[config.mk]
export PLATFORM = sky130hd
export DESIGN_NAME = aat_minmax
export DESIGN_NICKNAME = d
export VERILOG_FILES = /design/src/hw/rtl/aat_pkg.sv /design/src/hw/rtl/aat_minmax.sv
export SDC_FILE = /design/constraint.sdc
export NUM_CORES = 2
export LEC_CHECK = 0
export BUFFER_PORTS_ARGS = -buffer_cell sky130_fd_sc_hd__buf_2
export CORE_AREA = 4 4 683 685
export CTS_CLUSTER_DIAMETER = 30
export DETAILED_ROUTE_END_ITERATION = 10
export DIE_AREA = 0 0 687 689
export HOLD_SLACK_MARGIN = 0.1
export SYNTH_ARGS = -nofsm -noshare
export SYNTH_HDL_FRONTEND = slang
export SYNTH_SLANG_ARGS = --single-unit
[constraint.sdc]
create_clock -name i_clk -period 8.4 [get_ports i_clk]
set_input_delay 0.84 -clock i_clk [delete_from_list [all_inputs] [get_ports i_clk]]
set_output_delay 0.84 -clock i_clk [all_outputs]
set_load 0.01 [all_outputs]
[src/hw/rtl/aat_pkg.sv]
// ----------------------------------------------------------------------------
// aat_pkg
// Shared constants and types for the box affine transform core.
// ----------------------------------------------------------------------------
package aat_pkg;

    localparam int COORD_WIDTH     = 32;
    localparam int COEF_WIDTH      = 16;
    localparam int NUM_AXES        = 3;
    localparam int CFG_INDEX_WIDTH = 3;

    // configuration register indexes
    localparam logic [CFG_INDEX_WIDTH-1:0] REG_ROW_X = 3'd0;
    localparam logic [CFG_INDEX_WIDTH-1:0] REG_ROW_Y = 3'd1;
    localparam logic [CFG_INDEX_WIDTH-1:0] REG_ROW_Z = 3'd2;
    localparam logic [CFG_INDEX_WIDTH-1:0] REG_OFF_X = 3'd3;
    localparam logic [CFG_INDEX_WIDTH-1:0] REG_OFF_Y = 3'd4;
    localparam logic [CFG_INDEX_WIDTH-1:0] REG_OFF_Z = 3'd5;

    // control that travels with each item down the pipeline
    typedef struct packed {
        logic valid;
        logic batch_end;
    } t_stage_ctl;

endpackage

[src/hw/rtl/aat_minmax.sv]
// ----------------------------------------------------------------------------
// aat_minmax
// Stage 2: per-term minimum and maximum of the two candidate products.
// ----------------------------------------------------------------------------
module aat_minmax #(
    parameter int COORD_WIDTH = aat_pkg::COORD_WIDTH,
    parameter int COEF_WIDTH  = aat_pkg::COEF_WIDTH
) (
    input  logic                                        i_clk,
    input  logic                                        i_rst_n,
    input  logic                                        i_en,
    input  aat_pkg::t_stage_ctl                         i_ctl,
    input  logic signed [COORD_WIDTH+COEF_WIDTH-1:0]    i_prod_lo [aat_pkg::NUM_AXES]
                                                                  [aat_pkg::NUM_AXES],
    input  logic signed [COORD_WIDTH+COEF_WIDTH-1:0]    i_prod_hi [aat_pkg::NUM_AXES]
                                                                  [aat_pkg::NUM_AXES],
    output aat_pkg::t_stage_ctl                         o_ctl,
    output logic signed [COORD_WIDTH+COEF_WIDTH-1:0]    o_term_min [aat_pkg::NUM_AXES]
                                                                   [aat_pkg::NUM_AXES],
    output logic signed [COORD_WIDTH+COEF_WIDTH-1:0]    o_term_max [aat_pkg::NUM_AXES]
                                                                   [aat_pkg::NUM_AXES]
);
    import aat_pkg::*;

    localparam int PROD_WIDTH = COORD_WIDTH + COEF_WIDTH;

    t_stage_ctl                   r_ctl;
    logic signed [PROD_WIDTH-1:0] r_term_min [NUM_AXES][NUM_AXES];
    logic signed [PROD_WIDTH-1:0] r_term_max [NUM_AXES][NUM_AXES];
    logic signed [PROD_WIDTH-1:0] n_term_min [NUM_AXES][NUM_AXES];
    logic signed [PROD_WIDTH-1:0] n_term_max [NUM_AXES][NUM_AXES];

    // each corner picks lo or hi per column independently, so the extreme
    // corner sum is the sum of the per-column extremes
    always_comb begin
        for (int a = 0; a < NUM_AXES; a++) begin
            for (int k = 0; k < NUM_AXES; k++) begin
                if (i_prod_lo[a][k] < i_prod_hi[a][k]) begin
                    n_term_min[a][k] = i_prod_lo[a][k];
                    n_term_max[a][k] = i_prod_hi[a][k];
                end else begin
                    n_term_min[a][k] = i_prod_hi[a][k];
                    n_term_max[a][k] = i_prod_lo[a][k];
                end
            end
        end
    end

    always_ff @(posedge i_clk) begin
        if (!i_rst_n) begin
            r_ctl <= '0;
        end else if (i_en) begin
            r_ctl <= i_ctl;
        end
    end

    always_ff @(posedge i_clk) begin
        if (i_en) begin
            r_term_min <= n_term_min;
            r_term_max <= n_term_max;
        end
    end

    assign o_ctl      = r_ctl;
    assign o_term_min = r_term_min;
    assign o_term_max = r_term_max;

endmodule

======== Yosys cells after proc, flatten, opt, wreduce, memory -nomap -nowiden ========
Cells that the tools add are included.
word-level totals
  register bits after elaboration ......... 866
  bits of input ports ..................... 869
  output and inout bits ................... 866
operators by class
  $lt $le $gt $ge ......................... 9
  multiplexer cells ....................... 18
operators with widths
  kind            number
  $mux W48        18
  $lt A48 B48 Y1  9

======== Depth between registers and ports, before layout ========
  depth in word-level cells ............... 2
  gate-level depth with buffers ........... 11
  gate-level depth less buffers ........... 9

======== Worst setup path after synthesis ========
No wires, ideal clock.
  path type ............................... input-to-reg
  start point ............................. input i_prod_hi[383] in the netlist's numbering
  end point ............................... register r_term_max (netlist bit o_term_max[380]), data pin
  library setup time ...................... 0.260 ns
  arrival ................................. 3.130 ns
  setup slack ............................. 5.010 ns
  cell stages on the path ................. 11
  cells stage by stage .................... inv_1 ha_1 nand4_1 nor4_1 nand2_1 nor3_1 a211oi_2 xnor2_2 buf_2 buf_4 mux2_2
RTL lines
  what                    RTL line          text
  start: declaration      aat_minmax.sv:15  input logic signed [COORD_WIDTH+COEF_WIDTH-1:0] i_prod_hi [aat_pkg::NUM_AXES]
  end signal: assignment  aat_minmax.sv:60  r_term_max <= n_term_max;
  end: declaration        aat_minmax.sv:29  logic signed [PROD_WIDTH-1:0] r_term_max [NUM_AXES][NUM_AXES];

==> reports/metrics.yaml <==
setup_path:
  arrival_ps: 5550
  timing.rr.start: "o_ctl[1]"
  required_ps: 9030
  worst_setup_path_start_kind: "primary input"
  critPathSlowestCell: "a211o_4"
  crit_buf_inv: 4
  endpoint_kind: "register"
  cp_max_fo: 49
  path_class: "primary input to register"
  reg2regPathDepth: 3
  r2r-end: "o_ctl[1]"
  crit_chain: "buf_2, inv_1, ha_1, nand4_1, a211oi_2, a2111oi_1, buf_4, o211ai_1, a211o_4, buf_12, mux2_2"
  cp_top_family: "compound AO/OA/AOI/OAI gates"
  rrSetupSlack_ps: 7250
  crit_path_max_incr_delay_ps: 850
clock_network:
  cts_root_buffer: "clkbuf_16"
  clock_latency_ps: 880
  clkTransAtPathRegs_ps: 40
  cts_tree: "yes"
  clk_path_buf_depth: 4
  htreeDepth: 5
  cts_made_buffers: 281
  cts.sinks: 866
  cts_setup_buffers: 0
power_and_ir_drop:
  finalPower_mw: 21.0
  vdd_drop_max_mv: 0.211
  power.switching_mw: 6.52
  swShare_pct: 31.0
  seqPwrFrac_pct: 27.6
  power.leakage_nw: 30.6
  power_density_mw_per_mm2: 287
  p_int_mw: 14.5
  combPwrFrac_pct: 21.2
  pwr-share-clk_pct: 51.2
layout:
  layout-drive-gt1-share_pct: 53.7
  design_area_mm2: 0.0733
  layout_common_cells: "buf_2 (1733), edfxtp_1 (864), mux2_2 (714)"
  areaGrowthSynthToFinish_pct: 55.0
  seqCellArea_mm2: 0.0260
  layout_commonest_cell: "buf_2"
  fin_cells: 11800
  multi_input_area_mm2: 0.0192
  final_net_count: 6623
  fillers: 51100
  utilization_pct: 16.0
die:
  coreArea_mm2: 0.460
  num_io_pins: 1735
  rows: 249
  dieWidth_um: 687
  start_util_pct: 10.3
  dieArea_mm2: 0.473
  die_h_um: 689
logic_synthesis:
  synth_compound_area_share_pct: 4.84
  synthXorXnorAreaFrac_pct: 0.228
  synth.area.mux_share_pct: 20.9
  synthCells: 3373
  syn_avg_cell_area_um2: 14.0
  ys_warn_count: 0
  synth-edff-count: 864
  synthFlopType: "edfxtp_1"
  synth_seq_cells: 866
  synth-simple-area-share_pct: 3.28
  synth_nets: 4665
  synth_cell_type_count: 48
  synth_top_family_by_area: "multiplexers"
  yosysSeqAreaShare_pct: 54.9
  synthArstFlopShare_pct: 0
  synthAdderAreaFrac_pct: 11.2
  syn_area_mm2: 0.0473
routing:
  wirelength_um: 364000
  route.vias.total: 39200
  via_per_inst: 3.33
  route.antenna.remaining_nets: 0
  drtIter0Drc: 3114
  dr.pass1.iters: 5
  post-route-drc-count: 0
  wl_per_cell_um: 30.9
placed_design:
  place_area_mm2: 0.0636
  hpwl_um: 317000
  gp_congestion: 0.978
  place_ws_ps: 2130
  dp_cells: 11200
  io_buffer_count: 1734
grt:
  overflow: 0
  grt_pass1_wl_um: 441000
  grt_start_max_net_pins: 131
  antenna_found_initial: 184
  grt_pass1_vias: 38600
  track_usage_pct: 14.6
timing:
  finalClockSkew_ps: 0
  max_freq_mhz: 204
  rsz0062_at_grt: "false"
  period_minus_slack_ps: 4910
  hold_ws_ps: 253
  finalSetupViolCount: 0
  setup-tns-final_ps: 0
  worst_pin_slew_ps: 1190
  slew-limit-headroom_pct: 20.8
  drv_slew: 0
  hold_viol_final: 0
  period_share_pct: 58.5
  setup_ws_ps: 3490
min_path:
  holdPathStages: 2
  min_path_type: "primary input to register"
  worst_hold_startpoint: "i_prod_hi[114]"
  min_to: "o_term_min[114]"
status:
  outcome: "completed"
job:
  drv_cap: 0
## power groups by stage
stage | Combinational, mW | Clock, mW | Sequential (mW)
after floorplan | 1.59 | 0 | 6.09
after global placement | 4.53 | 0 | 5.86
after detailed placement | 4.54 | 0 | 5.86
after CTS | 4.57 | 11.0 | 5.81
after global routing | 4.77 | 11.3 | 5.85
final | 4.46 | 10.8 | 5.80
## Yosys cell counts (all sizes together), types with 7 or more instances
library cell    n  share of area, %
o21a           10              0.16
nand2         108              0.86
nor3           22              0.23
o21ai          70              0.74
nor2           37              0.29
buf            90               1.2
nor4           13              0.19
ha            423                11
edfxtp        864                55
nand4          72              0.95
a21o           18              0.29
a21boi          7              0.11
a21oi         181               1.9
a211oi         26              0.51
nand2b         17              0.22
nand3          41              0.43
a211o          10              0.19
inv           434               3.4
xnor2           8              0.23
a31oi           7             0.093
mux2          856                21
o211ai         15              0.24
## worst max path at each step
stage	start	end	slack [ps]	cells after the start
2_1_floorplan	i_prod_hi[383]	o_term_max[380]	5010	11
3_3_place_gp	i_prod_hi[119]	o_term_min[100]	1520	11
3_5_place_dp	i_prod_hi[119]	o_term_min[99]	2130	11
4_1_cts	i_prod_hi[119]	o_term_min[100]	3150	11
5_1_grt	i_prod_hi[119]	o_term_min[99]	3030	11
6_report	i_prod_hi[119]	o_term_min[99]	3490	11
## cell type report
class | count | share of cell area, %
Clock buffer | 323 | 9.95
Timing Repair Buffer | 1765 | 12.3
Multi-Input combinational cell | 1983 | 26.2
Clock inverter | 177 | 3.10
Tap cell | 6149 | 10.5
Inverter | 434 | 2.22
Sequential cell | 866 | 35.4
Antenna cell | 64 | 0.218
## kinds of logic after synthesis
| logic type | after synthesis |
|---|---|
| adders and majority gates | 423 |
| muxes | 858 |
| buffers and inverters | 524 |
| AOI/OAI and AO/OA | 377 |
| and+or+nand+nor | 317 |
| DFF | 866 |
| xor gates and xnor gates | 8 |
## metal layers
layer | vias up | track usage, % | part of all wire (%)
met1 | 19500 | 16.4 | 38
met3 | 632 | 9.40 | 15
met2 | 2165 | 21.9 | 42
li1 | 16800 | - | -
met4 | 52 | 5.98 | 4.8
met5 | - | 0 | 0.093
## sequential cells by signal, summed over array words and instances, names as in the netlist
| register | cells |
|---|---|
| o_term_min | 432 |
| o_term_max | 432 |
| o_ctl | 2 |
## repair_timing
action                    4_1_cts  5_1_grt
hold endpoints to repair        2        0
hold buffers                    3        0
resized for setup               0        0
Note: power is estimated with default switching activity, not from simulation.
