### config.mk
export PLATFORM = sky130hd
export DESIGN_NAME = aat_accum
export DESIGN_NICKNAME = d
export VERILOG_FILES = /design/src/hw/rtl/aat_pkg.sv /design/src/hw/rtl/aat_accum.sv
export SDC_FILE = /design/constraint.sdc
export NUM_CORES = 2
export LEC_CHECK = 0
export ABC_AREA = 1
export BUFFER_PORTS_ARGS = -buffer_cell sky130_fd_sc_hd__buf_2
export CORE_AREA = 2 2 486 488
export DETAILED_ROUTE_END_ITERATION = 8
export DIE_AREA = 0 0 488 490
export GPL_TIMING_DRIVEN = 0
export PLACE_DENSITY = 0.5
export SYNTH_ARGS = -nofsm -noshare
export SYNTH_HDL_FRONTEND = slang
export SYNTH_SLANG_ARGS = --single-unit
### constraint.sdc
create_clock -name i_clk -period 3.3 [get_ports i_clk]
set_clock_uncertainty 0.2 [all_clocks]
set_input_delay 0.66 -clock i_clk [delete_from_list [all_inputs] [get_ports i_clk]]
set_output_delay 0.66 -clock i_clk [all_outputs]
set_load 0.05 [all_outputs]
### src/hw/rtl/aat_pkg.sv
// ----------------------------------------------------------------------------
// aat_pkg
// Shared constants and types for the box affine transform core.
// ----------------------------------------------------------------------------
package aat_pkg;

    localparam int COORD_WIDTH     = 32;
    localparam int COEF_WIDTH      = 16;
    localparam int NUM_AXES        = 3;
    localparam int CFG_INDEX_WIDTH = 3;

    // configuration register indexes
    localparam logic [CFG_INDEX_WIDTH-1:0] REG_ROW_X = 3'd0;
    localparam logic [CFG_INDEX_WIDTH-1:0] REG_ROW_Y = 3'd1;
    localparam logic [CFG_INDEX_WIDTH-1:0] REG_ROW_Z = 3'd2;
    localparam logic [CFG_INDEX_WIDTH-1:0] REG_OFF_X = 3'd3;
    localparam logic [CFG_INDEX_WIDTH-1:0] REG_OFF_Y = 3'd4;
    localparam logic [CFG_INDEX_WIDTH-1:0] REG_OFF_Z = 3'd5;

    // control that travels with each item down the pipeline
    typedef struct packed {
        logic valid;
        logic batch_end;
    } t_stage_ctl;

endpackage

### src/hw/rtl/aat_accum.sv
// ----------------------------------------------------------------------------
// aat_accum
// Stage 3: sum of the three terms, the scaled offset and the rounding half.
// ----------------------------------------------------------------------------
module aat_accum #(
    parameter int COORD_WIDTH = aat_pkg::COORD_WIDTH,
    parameter int COEF_WIDTH  = aat_pkg::COEF_WIDTH
) (
    input  logic                                        i_clk,
    input  logic                                        i_rst_n,
    input  logic                                        i_en,
    input  aat_pkg::t_stage_ctl                         i_ctl,
    input  logic signed [COORD_WIDTH+COEF_WIDTH-1:0]    i_term_min [aat_pkg::NUM_AXES]
                                                                   [aat_pkg::NUM_AXES],
    input  logic signed [COORD_WIDTH+COEF_WIDTH-1:0]    i_term_max [aat_pkg::NUM_AXES]
                                                                   [aat_pkg::NUM_AXES],
    input  logic signed [COORD_WIDTH-1:0]               i_offset   [aat_pkg::NUM_AXES],
    output aat_pkg::t_stage_ctl                         o_ctl,
    output logic signed [COORD_WIDTH+COEF_WIDTH+1:0]    o_sum_min  [aat_pkg::NUM_AXES],
    output logic signed [COORD_WIDTH+COEF_WIDTH+1:0]    o_sum_max  [aat_pkg::NUM_AXES]
);
    import aat_pkg::*;

    localparam int SUM_WIDTH = COORD_WIDTH + COEF_WIDTH + 2;
    localparam int FRAC      = COEF_WIDTH - 2;
    localparam logic signed [SUM_WIDTH-1:0] ROUND_HALF = SUM_WIDTH'(1) << (FRAC - 1);

    t_stage_ctl                  r_ctl;
    logic signed [SUM_WIDTH-1:0] r_sum_min [NUM_AXES];
    logic signed [SUM_WIDTH-1:0] r_sum_max [NUM_AXES];
    logic signed [SUM_WIDTH-1:0] n_sum_min [NUM_AXES];
    logic signed [SUM_WIDTH-1:0] n_sum_max [NUM_AXES];
    logic signed [SUM_WIDTH-1:0] w_base    [NUM_AXES];

    always_comb begin
        for (int a = 0; a < NUM_AXES; a++) begin
            w_base[a]    = (SUM_WIDTH'(i_offset[a]) <<< FRAC) + ROUND_HALF;
            n_sum_min[a] = w_base[a] + SUM_WIDTH'(i_term_min[a][0])
                         + SUM_WIDTH'(i_term_min[a][1]) + SUM_WIDTH'(i_term_min[a][2]);
            n_sum_max[a] = w_base[a] + SUM_WIDTH'(i_term_max[a][0])
                         + SUM_WIDTH'(i_term_max[a][1]) + SUM_WIDTH'(i_term_max[a][2]);
        end
    end

    always_ff @(posedge i_clk) begin
        if (!i_rst_n) begin
            r_ctl <= '0;
        end else if (i_en) begin
            r_ctl <= i_ctl;
        end
    end

    always_ff @(posedge i_clk) begin
        if (i_en) begin
            r_sum_min <= n_sum_min;
            r_sum_max <= n_sum_max;
        end
    end

    assign o_ctl     = r_ctl;
    assign o_sum_min = r_sum_min;
    assign o_sum_max = r_sum_max;

endmodule

# Yosys cells after proc, flatten, opt, wreduce, memory -nomap -nowiden
# Index checks and enable logic that the tools add are counted.
# word_totals
out_inout_bits	302
wordCells	29
regBits	302
input_bits	965
# classes
n_addsub	21
# ops
operator	count
$add A49 B48 Y50	6
$add A50 B48 Y50	6
$add A47 B48 Y49	6
$add A46 B15 Y47 const B	3

# Depth between registers and ports, before layout
# logic_depth
ltp_word	4
mapped_depth	17
ltp_nobuf	17

# Least setup slack after synthesis
# Ideal clock, no wire load.
# synth_timing
path_type	input port to flip-flop
from	input port i_term_max[146] (netlist name)
to	register r_sum_max, in the netlist o_sum_max[84], data pin
arrival_time_ns	2.915
t_required_ns	2.848
n_path_buf	0
setup_ns	0.252
path_stages	16
slack_ns	-0.067
cell_sequence	inv_1 fa_1 inv_1 ha_1 ha_1 fa_1 nand2_1 nand2_1 nand3_1 nand2_1 nand2_1 nand3_2 nand2_1 nand2_1 nand2_1 nand2_1
# synth_rtl
item	line_no	text
from (decl)	aat_accum.sv:15	input logic signed [COORD_WIDTH+COEF_WIDTH-1:0] i_term_max [aat_pkg::NUM_AXES]
to (signal assigned)	aat_accum.sv:56	r_sum_max <= n_sum_max;
to (decl)	aat_accum.sv:30	logic signed [SUM_WIDTH-1:0] r_sum_max [NUM_AXES];

==> impl_metrics.py <==
metrics = {
    "min_path": {
        "hp-class": "primary input to flip-flop",
        "hp-start": "i_rst_n",
    },
    "global_route": {
        "track_usage_pct": 18.69,
        "antenna_found_initial": 61,
        "grt_pass1_vias": 47230,
        "grt_pass1_wl_mm": 322.3,
        "grt_overflow_total": 0,
        "grt_max_degree": 95,
    },
    "sta": {
        "worst_slack_ns": -0.04784,
        "finalHoldViolCount": 0,
        "clock.fmax_ghz": 0.2987,
        "min_period_over_period_pct": 101.4,
        "grt_setup_unrepaired": "true",
        "period_needed_ns": 3.348,
        "worst_slew_pin_slew_ns": 0.7962,
        "relSlewSlack_pct": 46.92,
        "slew_viol_final": 0,
        "setup_violations": 1,
    },
    "clock_tree": {
        "cts_tree": "yes",
        "cts.clk_slew.worst_paths_ns": 0.06,
        "numCtsBuffers": 46,
        "clk_path_buf_depth": 3,
        "insertion_delay_ns": 0.63,
        "cts_sinks": 302,
        "cts_root_buf": "clkbuf_16",
        "h-tree-depth": 2,
    },
    "power": {
        "powerDensity_mw_per_mm2": 705.4,
        "leakage_uw": 0.03818,
        "ir_drop_uv": 492.5,
        "finalPower_uw": 45470,
    },
    "critical_path": {
        "crit_path_max_fanout": 4,
        "critPathLaunchType": "primary input",
        "reg2reg_slack_ns": 1.96,
        "worstPathRequired_ns": 3.48,
        "cp.arrival_ns": 3.53,
        "r2r-start": "o_ctl[1]$_SDFFE_PN0P_",
        "crit_type": "primary input to flip-flop",
        "cp-end-kind": "flip-flop",
        "startpoint": "i_term_max[165]",
    },
    "logic_synthesis": {
        "syn_area_per_cell_um2": 6.586,
        "yosys.area.top_type_share_pct": 20.15,
        "synth_ff_type": "edfxtp_1",
        "yosysWarnings": 0,
        "synth.distinct_cells": 27,
        "synthTopCellsByArea": "inv_1 20%, fa_1 20%, nand2_1 18%",
        "yosysMostFrequentCell": "inv_1",
        "ys_ff_latch": 302,
        "netlist_top_cells_count": "2728 x inv_1, 2413 x nand2_1, 504 x fa_1, 422 x nor2_1, 360 x ha_1",
        "syn_nets": 9545,
        "syn-cell-area_mm2": 0.05082,
        "ys_seq_area_share_pct": 17.80,
        "async_reset_ff_share_pct": 0,
        "yosys.area.top_type": "inv_1",
        "syn_inst": 7716,
        "synth_edf_count": 300,
    },
    "die": {
        "io_pins": 1267,
        "die-area_mm2": 0.2391,
        "core_area_mm2": 0.2341,
        "row_count": 178,
        "start_util_pct": 21.71,
        "fp.dieH_um": 490,
        "die_w_um": 488,
    },
    "cells_and_area": {
        "final_cells": 12260,
        "area_growth_pct": 26.84,
        "fill_cells": 26660,
        "drive_gt1_share_pct": 21.63,
        "fin_nets": 10870,
    },
    "detailed_routing": {
        "first_iter_violations": 3193,
        "routed_wl_mm": 230.4,
        "drc": 0,
        "viasPerCell": 3.947,
        "vias": 48370,
        "firstDrtPassIters": 5,
        "wl_per_cell_um": 18.80,
        "ant_nets": 0,
    },
    "outcome": {
        "run_status": "finished, violations left",
        "violations": "negative setup slack",
    },
    "placed_design": {
        "port_buffers": 1266,
        "place_ws_ns": -1.086,
        "hpwlAfterDp_mm": 210.3,
        "post-place-cells": 12140,
        "gp_congestion": 0.9531,
    },
    "flow_run": {
        "drv_cap": 0,
    },
}
==> report_power, final <==
part           internal (µW)  switching [µW]
Clock                   3370            2290
Sequential              6660             512
Combinational           9150           23500
==> metal layers <==
layer	share of wire, %	up-vias	global-route usage [%]
met5	0.092	-	0
met4	3.2	34	5.084
met3	8.0	251	4.898
met2	47	1430	31.72
met1	42	22100	23.17
li1	-	24550	-
==> path summary, 6_finish.rpt <==
check	cells past startpoint	to
setup reg to reg	3	o_ctl[1]$_SDFFE_PN0P_
hold reg to reg	2	o_ctl[0]$_SDFFE_PN0P_
setup / recovery	15	o_sum_max[88]$_DFFE_PP_
hold / removal	3	o_ctl[0]$_SDFFE_PN0P_
==> layout make-up <==
cell class,count,area [µm²],area share [%]
diodes,24,60.06,0.09317
clock buffers,49,1162,1.803
clock inverters,36,501.7,0.7784
inverters,2767,10390,16.12
multi-input cells,4647,32820,50.92
flip-flops and latches,302,9049,14.04
well taps,3150,3941,6.114
repair buffers,1280,6536,10.14
==> through the flow <==
| step | TNS [ns] | cell area [µm²] | hold slack (ns) | util (%) |
|---|---|---|---|---|
| after floorplan | -0.002453 | 50840 | 0.5459 | - |
| after global placement | -1481.31 | 61110 | 0.2857 | 26.11 |
| after detailed placement | -131.76 | 61210 | 0.2879 | 26.15 |
| after CTS | 0 | 63170 | 0.008019 | 26.99 |
| after global routing | -0.2098 | 64450 | 0.05350 | 27.53 |
| final | -0.04784 | 64460 | 0.07981 | 27.54 |
==> sequential cells by signal, summed over array words and instances (netlist names) <==
register and count:
o_sum_min 150, o_ctl 2, o_sum_max 150
==> cell usage in the layout, fill, tap and decap left out, drive strengths merged <==
cell and n:
ha 360, buf 1275, nor2 565, a21o 6, clkinvlp 9, nand2 2478, a21oi 168, clkbuf 51
o21bai 24, clkinv 14, nand3b 9, a31oi 6, nand4 51, nand3 267, dlygate4sd3 3, o21ai 2
inv 2770, xor2 150, bufinv 10, nor4 12, nor3 36, fa 504, dfxtp 2, edfxtp 300
and2 3, xnor2 6, diode 24
==> logic make-up (layout without fill, tap and decap cells) <==
group	count (synthesis)	in the layout	synth area share, %
compound gates	206	206	2.221
xor+xnor	156	156	2.688
fa+ha+maj	864	864	28.72
buf+inv	2767	4132	20.44
flops	302	302	17.80
other cells	0	24	0
simple gates	3421	3421	28.13
==> critical path: stages <==
cell and delay, ns:
buf_2 0.07, inv_1 0.09, fa_1 0.53, fa_1 0.51
inv_1 0.06, ha_4 0.35, nand2_1 0.18, nor2_4 0.18
inv_2 0.05, nor2_4 0.15, nand3b_1 0.14, nand3_4 0.21
nand2_1 0.13, nand3_1 0.10, nand2_2 0.10
==> what timing repair did <==
| action | 4_1_cts | 5_1_grt |
|---|---|---|
| hold buffers | 3 | 0 |
| hold endpoints to repair | 2 | 0 |
| buffers inserted | 0 | 8 |
| resized for setup | 64 | 311 |
| pin swaps | 4 | 24 |
| endpoints found under the setup margin | 41 | 118 |
No activity file was read; power rests on OpenSTA's default activity.
