File: config.mk
export PLATFORM = sky130hd
export DESIGN_NAME = aat_sat
export DESIGN_NICKNAME = d
export VERILOG_FILES = /design/src/hw/rtl/aat_pkg.sv /design/src/hw/rtl/aat_sat.sv
export SDC_FILE = /design/constraint.sdc
export NUM_CORES = 1
export LEC_CHECK = 0
export ABC_AREA = 1
export BUFFER_PORTS_ARGS = -buffer_cell sky130_fd_sc_hd__clkbuf_2
export CORE_AREA = 2 2 192 194
export CTS_BUF_LIST = sky130_fd_sc_hd__clkbuf_2
export DETAILED_ROUTE_END_ITERATION = 7
export DIE_AREA = 0 0 194 196
export PLACE_DENSITY = 0.47
export SLEW_MARGIN = 20
export SYNTH_ARGS = -nofsm -noshare
export SYNTH_HDL_FRONTEND = slang
export SYNTH_SLANG_ARGS = --single-unit
File: constraint.sdc
create_clock -name i_clk -period 1.99 [get_ports i_clk]
set_clock_uncertainty 0.15 [all_clocks]
set_input_delay 0.199 -clock i_clk [delete_from_list [all_inputs] [get_ports i_clk]]
set_output_delay 0.199 -clock i_clk [all_outputs]
set_load 0.02 [all_outputs]
File: src/hw/rtl/aat_pkg.sv
// ----------------------------------------------------------------------------
// aat_pkg
// Shared constants and types for the box affine transform core.
// ----------------------------------------------------------------------------
package aat_pkg;

    localparam int COORD_WIDTH     = 32;
    localparam int COEF_WIDTH      = 16;
    localparam int NUM_AXES        = 3;
    localparam int CFG_INDEX_WIDTH = 3;

    // configuration register indexes
    localparam logic [CFG_INDEX_WIDTH-1:0] REG_ROW_X = 3'd0;
    localparam logic [CFG_INDEX_WIDTH-1:0] REG_ROW_Y = 3'd1;
    localparam logic [CFG_INDEX_WIDTH-1:0] REG_ROW_Z = 3'd2;
    localparam logic [CFG_INDEX_WIDTH-1:0] REG_OFF_X = 3'd3;
    localparam logic [CFG_INDEX_WIDTH-1:0] REG_OFF_Y = 3'd4;
    localparam logic [CFG_INDEX_WIDTH-1:0] REG_OFF_Z = 3'd5;

    // control that travels with each item down the pipeline
    typedef struct packed {
        logic valid;
        logic batch_end;
    } t_stage_ctl;

endpackage

File: src/hw/rtl/aat_sat.sv
// ----------------------------------------------------------------------------
// aat_sat
// Stage 4: drop fraction bits, saturate to coordinate range, flag clipping.
// ----------------------------------------------------------------------------
module aat_sat #(
    parameter int COORD_WIDTH = aat_pkg::COORD_WIDTH,
    parameter int COEF_WIDTH  = aat_pkg::COEF_WIDTH
) (
    input  logic                                        i_clk,
    input  logic                                        i_rst_n,
    input  logic                                        i_en,
    input  aat_pkg::t_stage_ctl                         i_ctl,
    input  logic signed [COORD_WIDTH+COEF_WIDTH+1:0]    i_sum_min [aat_pkg::NUM_AXES],
    input  logic signed [COORD_WIDTH+COEF_WIDTH+1:0]    i_sum_max [aat_pkg::NUM_AXES],
    output aat_pkg::t_stage_ctl                         o_ctl,
    output logic signed [COORD_WIDTH-1:0]               o_lo      [aat_pkg::NUM_AXES],
    output logic signed [COORD_WIDTH-1:0]               o_hi      [aat_pkg::NUM_AXES],
    output logic                                        o_clipped
);
    import aat_pkg::*;

    localparam int SUM_WIDTH = COORD_WIDTH + COEF_WIDTH + 2;
    localparam int FRAC      = COEF_WIDTH - 2;
    localparam logic signed [SUM_WIDTH-1:0] MAX_V =
        SUM_WIDTH'({1'b0, {(COORD_WIDTH-1){1'b1}}});
    localparam logic signed [SUM_WIDTH-1:0] MIN_V = ~MAX_V;

    t_stage_ctl                    r_ctl;
    logic signed [COORD_WIDTH-1:0] r_lo [NUM_AXES];
    logic signed [COORD_WIDTH-1:0] r_hi [NUM_AXES];
    logic                          r_clipped;
    logic signed [COORD_WIDTH-1:0] n_lo [NUM_AXES];
    logic signed [COORD_WIDTH-1:0] n_hi [NUM_AXES];
    logic                          n_clipped;
    logic signed [SUM_WIDTH-1:0]   w_sh_min [NUM_AXES];
    logic signed [SUM_WIDTH-1:0]   w_sh_max [NUM_AXES];

    // rounding and clamping are monotonic, so the extremes map to extremes and
    // any corner that clips shows up at one of the two extremes
    always_comb begin
        n_clipped = 1'b0;
        for (int a = 0; a < NUM_AXES; a++) begin
            w_sh_min[a] = i_sum_min[a] >>> FRAC;
            w_sh_max[a] = i_sum_max[a] >>> FRAC;
            if (w_sh_min[a] > MAX_V) begin
                n_lo[a]   = MAX_V[COORD_WIDTH-1:0];
                n_clipped = 1'b1;
            end else if (w_sh_min[a] < MIN_V) begin
                n_lo[a]   = MIN_V[COORD_WIDTH-1:0];
                n_clipped = 1'b1;
            end else begin
                n_lo[a]   = w_sh_min[a][COORD_WIDTH-1:0];
            end
            if (w_sh_max[a] > MAX_V) begin
                n_hi[a]   = MAX_V[COORD_WIDTH-1:0];
                n_clipped = 1'b1;
            end else if (w_sh_max[a] < MIN_V) begin
                n_hi[a]   = MIN_V[COORD_WIDTH-1:0];
                n_clipped = 1'b1;
            end else begin
                n_hi[a]   = w_sh_max[a][COORD_WIDTH-1:0];
            end
        end
    end

    always_ff @(posedge i_clk) begin
        if (!i_rst_n) begin
            r_ctl <= '0;
        end else if (i_en) begin
            r_ctl <= i_ctl;
        end
    end

    always_ff @(posedge i_clk) begin
        if (i_en) begin
            r_lo      <= n_lo;
            r_hi      <= n_hi;
            r_clipped <= n_clipped;
        end
    end

    assign o_ctl     = r_ctl;
    assign o_lo      = r_lo;
    assign o_hi      = r_hi;
    assign o_clipped = r_clipped;

endmodule

==> results_dict.tcl, run 1 <==
set metrics [dict create \
    cts-root-buf "clkbuf_2" \
    io_pins 500 \
    holdBufCountCts 315 \
    die_x_um 194 \
    ys_ff_latch 195 \
    synthesis.instances 671 \
    ys_seq_area_share_pct 73.6 \
    cts_sinks 195 \
    num_rows 70 \
    post_cts_buffers 0 \
    max-clock-path-buffers 2 \
    place.gp.congestion 0.801 \
    yosys_warnings 0 \
    htree_levels 4 \
    postCtsResizedCells 18 \
    syn_nets 976 \
    syn_area_um2 7930 \
    dpl.hpwl_um 18700 \
    die_height_um 196 \
    status "aborted with a tool error" \
    failing_step "4_1_cts" \
    start_util_pct 22.0 \
    yosysUniqueCellTypes 16 \
    cts_inserted_buffers 17 \
    avgSynthCellArea_um2 11.8 \
    io_buffer_count 415 \
    stop_error "[ERROR RSZ-0060] Max buffer count reached." \
]
[stage by stage]
stage	hold slack, ns	util, %	cell area [um2]	cells	setup slack (ns)
3_3_place_gp	0.275	29.4	10600	1539	0.418
3_5_place_dp	0.291	29.4	10600	1539	0.417
2_1_floorplan	0.161	-	7930	671	0.856
[synth_stat cells]
| cell type | count | share of area, % |
|---|---|---|
| nand2_1 | 367 | 17 |
| edfxtp_1 | 193 | 73 |
| nand2_2 | 28 | 2.2 |
| buf_2 | 18 | 1.1 |
| buf_6 | 15 | 2.1 |
| nor2_1 | 14 | 0.66 |
| inv_1 | 11 | 0.52 |
| clkbuf_1 | 6 | 0.28 |
| o21ai_4 | 5 | 1.0 |
| buf_4 | 3 | 0.28 |
| nand3b_1 | 3 | 0.28 |
| dfxtp_1 | 2 | 0.51 |
| nand4_1 | 2 | 0.16 |
| o21ai_0 | 2 | 0.13 |
| a21o_2 | 1 | 0.11 |
| nor3_1 | 1 | 0.063 |
[kinds of logic after synthesis]
family | after synthesis | synth area share [%]
AND/OR/NAND/NOR | 415 | 20.8
flip-flops | 195 | 73.6
buffers and inverters | 53 | 4.36
AO/OA/AOI/OAI | 8 | 1.26
==> run 2, diff against run 1 <==
CORE_AREA = 2 2 195 197   (was 2 2 192 194)
CTS_BUF_LIST = unset   (was sky130_fd_sc_hd__clkbuf_2)
DIE_AREA = 0 0 197 199   (was 0 0 194 196)
PLACE_DENSITY = unset   (was 0.47)
PLACE_DENSITY_LB_ADDON = 0.15   (was unset)
==> results_dict.tcl, run 2 <==
set metrics [dict create \
    max-clock-path-buffers 2 \
    dr.pass1.iters 4 \
    cp_max_fo 20 \
    num_antenna_cells 0 \
    drt-total-wl_um 26400 \
    power.leakage_nw 6.05 \
    syn_area_um2 7930 \
    grt_max_degree 53 \
    yosys_warnings 0 \
    layout.cells.non_filler 1768 \
    clk_latency_ns 0.45 \
    cts_inserted_buffers 17 \
    hold_viol_final 0 \
    ys_seq_area_share_pct 73.6 \
    ant_nets 0 \
    antenna_found_initial 0 \
    r2r_end "o_ctl[1]$_SDFFE_PN0P_" \
    highest_layer "met4" \
    postCtsResizedCells 0 \
    avgSynthCellArea_um2 11.8 \
    dpl.hpwl_um 18800 \
    yosys.area.top_type "edfxtp_1" \
    num_vias 6780 \
    ys_ff_latch 195 \
    required_ns 2.04 \
    wl_met2_um 13500 \
    htree_levels 4 \
    maxCapViolations 0 \
    drc 0 \
    tritoncts "done" \
    regToRegSetupSlack_ns 0.68 \
    layout_common_cells "clkbuf_2 (414), nand2_1 (367), dlygate4sd3_1 (195), edfxtp_1 (193), nand2_2 (28)" \
    synth_top_area_share_pct 73.1 \
    status "finished, final reports clean" \
    m1WireLength_um 10700 \
    synth.most_common_cell "nand2_1" \
    path_clk_slew_ns 0.07 \
    num-nets-final 1586 \
    layout-drive-gt1-share_pct 38.6 \
    synth_flop_cell "edfxtp_1" \
    overflow 0 \
    grt_pass1_wl_um 39100 \
    r2r-start "o_ctl[1]$_SDFFE_PN0P_" \
    vias_per_cell 3.83 \
    synthTopCellsByCount "nand2_1 (367), edfxtp_1 (193), nand2_2 (28), buf_2 (18), buf_6 (15)" \
    maxSlewHeadroom_pct 73.9 \
    drv_slew 0 \
    io_pins 500 \
    crit_path_start_kind "input pin" \
    arrival_ns 1.54 \
    grt_pass1_vias 6925 \
    power_density_nw_per_um2 796 \
    timing.fmax_ghz 0.672 \
    cts-root-buf "clkbuf_16" \
    tightest_slew_ns 0.391 \
    area_growth_pct 64.2 \
    num_rows 71 \
    syn_nets 976 \
    wl_met3_um 1620 \
    yosys-top-cells-area "edfxtp_1 (73%), nand2_1 (17%), nand2_2 (2.2%), buf_6 (2.1%), buf_2 (1.1%)" \
    rsz0062_at_grt "no" \
    drt_first_iter_violations 228 \
    place.gp.congestion 0.714 \
    io_buffer_count 415 \
    synth_edf_count 193 \
    avgRoutedWirePerCell_um 14.9 \
    worstSetupPathType "in -> reg" \
    peakVddDrop_uv 594 \
    die_area_um2 39200 \
    period_minus_slack_ns 1.49 \
    fin_setup_tns_ns 0 \
    die_x_um 197 \
    setup_viol 0 \
    whs_path_depth 1 \
    nFillCells 3804 \
    dp_cells 1541 \
    yosysUniqueCellTypes 16 \
    hp-start "i_en" \
    die_height_um 199 \
    min_period_over_period_pct 74.8 \
    reg2regPathDepth 3 \
    start_util_pct 21.3 \
    core_area_um2 37100 \
    whs_endpoint "o_hi[36]$_SDFFCE_PN1P_" \
    final_common_cell "clkbuf_2" \
    synthesis.instances 671 \
    cts_sinks 195 \
    hold_class "in -> reg" \
    grt_usage_pct 13.3 \
    async_flop_share_pct 0 \
    crit_path_end_kind "flip-flop" \
]
run 2: cell counts after synthesis:
No cell type changed its count.
run 2: stage by stage:
step	utilization, %	total power [mW]	setup slack, ns	cell area, um2	hold WS, ns
after detailed placement	28.3	6.84	0.419	10500	0.263
after global placement	28.3	6.83	0.428	10500	0.260
after global routing	35.0	10.8	0.414	13000	0.0375
final	35.0	10.4	0.502	13000	0.0475
after CTS	35.0	10.6	0.456	13000	0.0167
after floorplan	-	6.01	0.856	7930	0.161
run 2: logic make-up after synthesis:
kind of cell | Yosys count | synth area share (%)
AOI/OAI and AO/OA | 8 | 1.26
buffers and inverters | 53 | 4.36
DFF | 195 | 73.6
and+or+nand+nor | 415 | 20.8
run 2: final cells by class:
| cell class | count | area (um2) | share of cell area, % |
|---|---|---|---|
| Sequential cell | 195 | 5840 | 44.8 |
| Timing Repair Buffer | 633 | 4260 | 32.7 |
| Multi-Input combinational cell | 423 | 1750 | 13.4 |
| Tap cell | 474 | 593 | 4.56 |
| Clock buffer | 17 | 425 | 3.27 |
| Clock inverter | 15 | 114 | 0.875 |
| Inverter | 11 | 41.3 | 0.317 |
run 2: how the worst max path moves through the flow:
| stage | start | to | slack [ns] | depth (start not counted) |
|---|---|---|---|---|
| floorplan | i_sum_min[146] | o_clipped$_SDFFCE_PP1P_ | 0.86 | 5 |
| global placement | i_sum_min[147] | o_lo[69]$_SDFFCE_PN1P_ | 0.43 | 6 |
| detailed placement | i_sum_min[147] | o_lo[66]$_SDFFCE_PN1P_ | 0.42 | 6 |
| CTS | i_sum_min[149] | o_lo[66]$_SDFFCE_PN1P_ | 0.46 | 6 |
| global route | i_sum_min[149] | o_lo[66]$_SDFFCE_PN1P_ | 0.41 | 6 |
| finish | i_sum_min[149] | o_lo[66]$_SDFFCE_PN1P_ | 0.50 | 6 |
run 2: repair_timing:
item,in CTS,in global routing
endpoints found under the hold margin,194,0
hold buffers,195,0
setup buffers,0,0
run 2: worst max-delay path, stage by stage:
cell	delay, ns
dlygate4sd3_1	0.56
clkbuf_2	0.17
inv_1	0.05
nand2_1	0.17
buf_4	0.28
nand2_1	0.09
run 2: power breakdown:
group / internal (mW) / total (mW) / switching (mW)
logic: 0.795 / 1.97 / 1.18
clock network: 1.71 / 3.35 / 1.64
registers: 4.94 / 5.04 / 0.0972
total: 7.45 / 10.4 / 2.91
run 2: per-layer routing:
metal  vias up  GRT usage (%)
met1      3123           14.9
met5         -              0
li1       3410              -
met4         0           5.82
met3        28           4.05
met2       219           23.5
No activity file was read; power rests on OpenSTA's default activity.
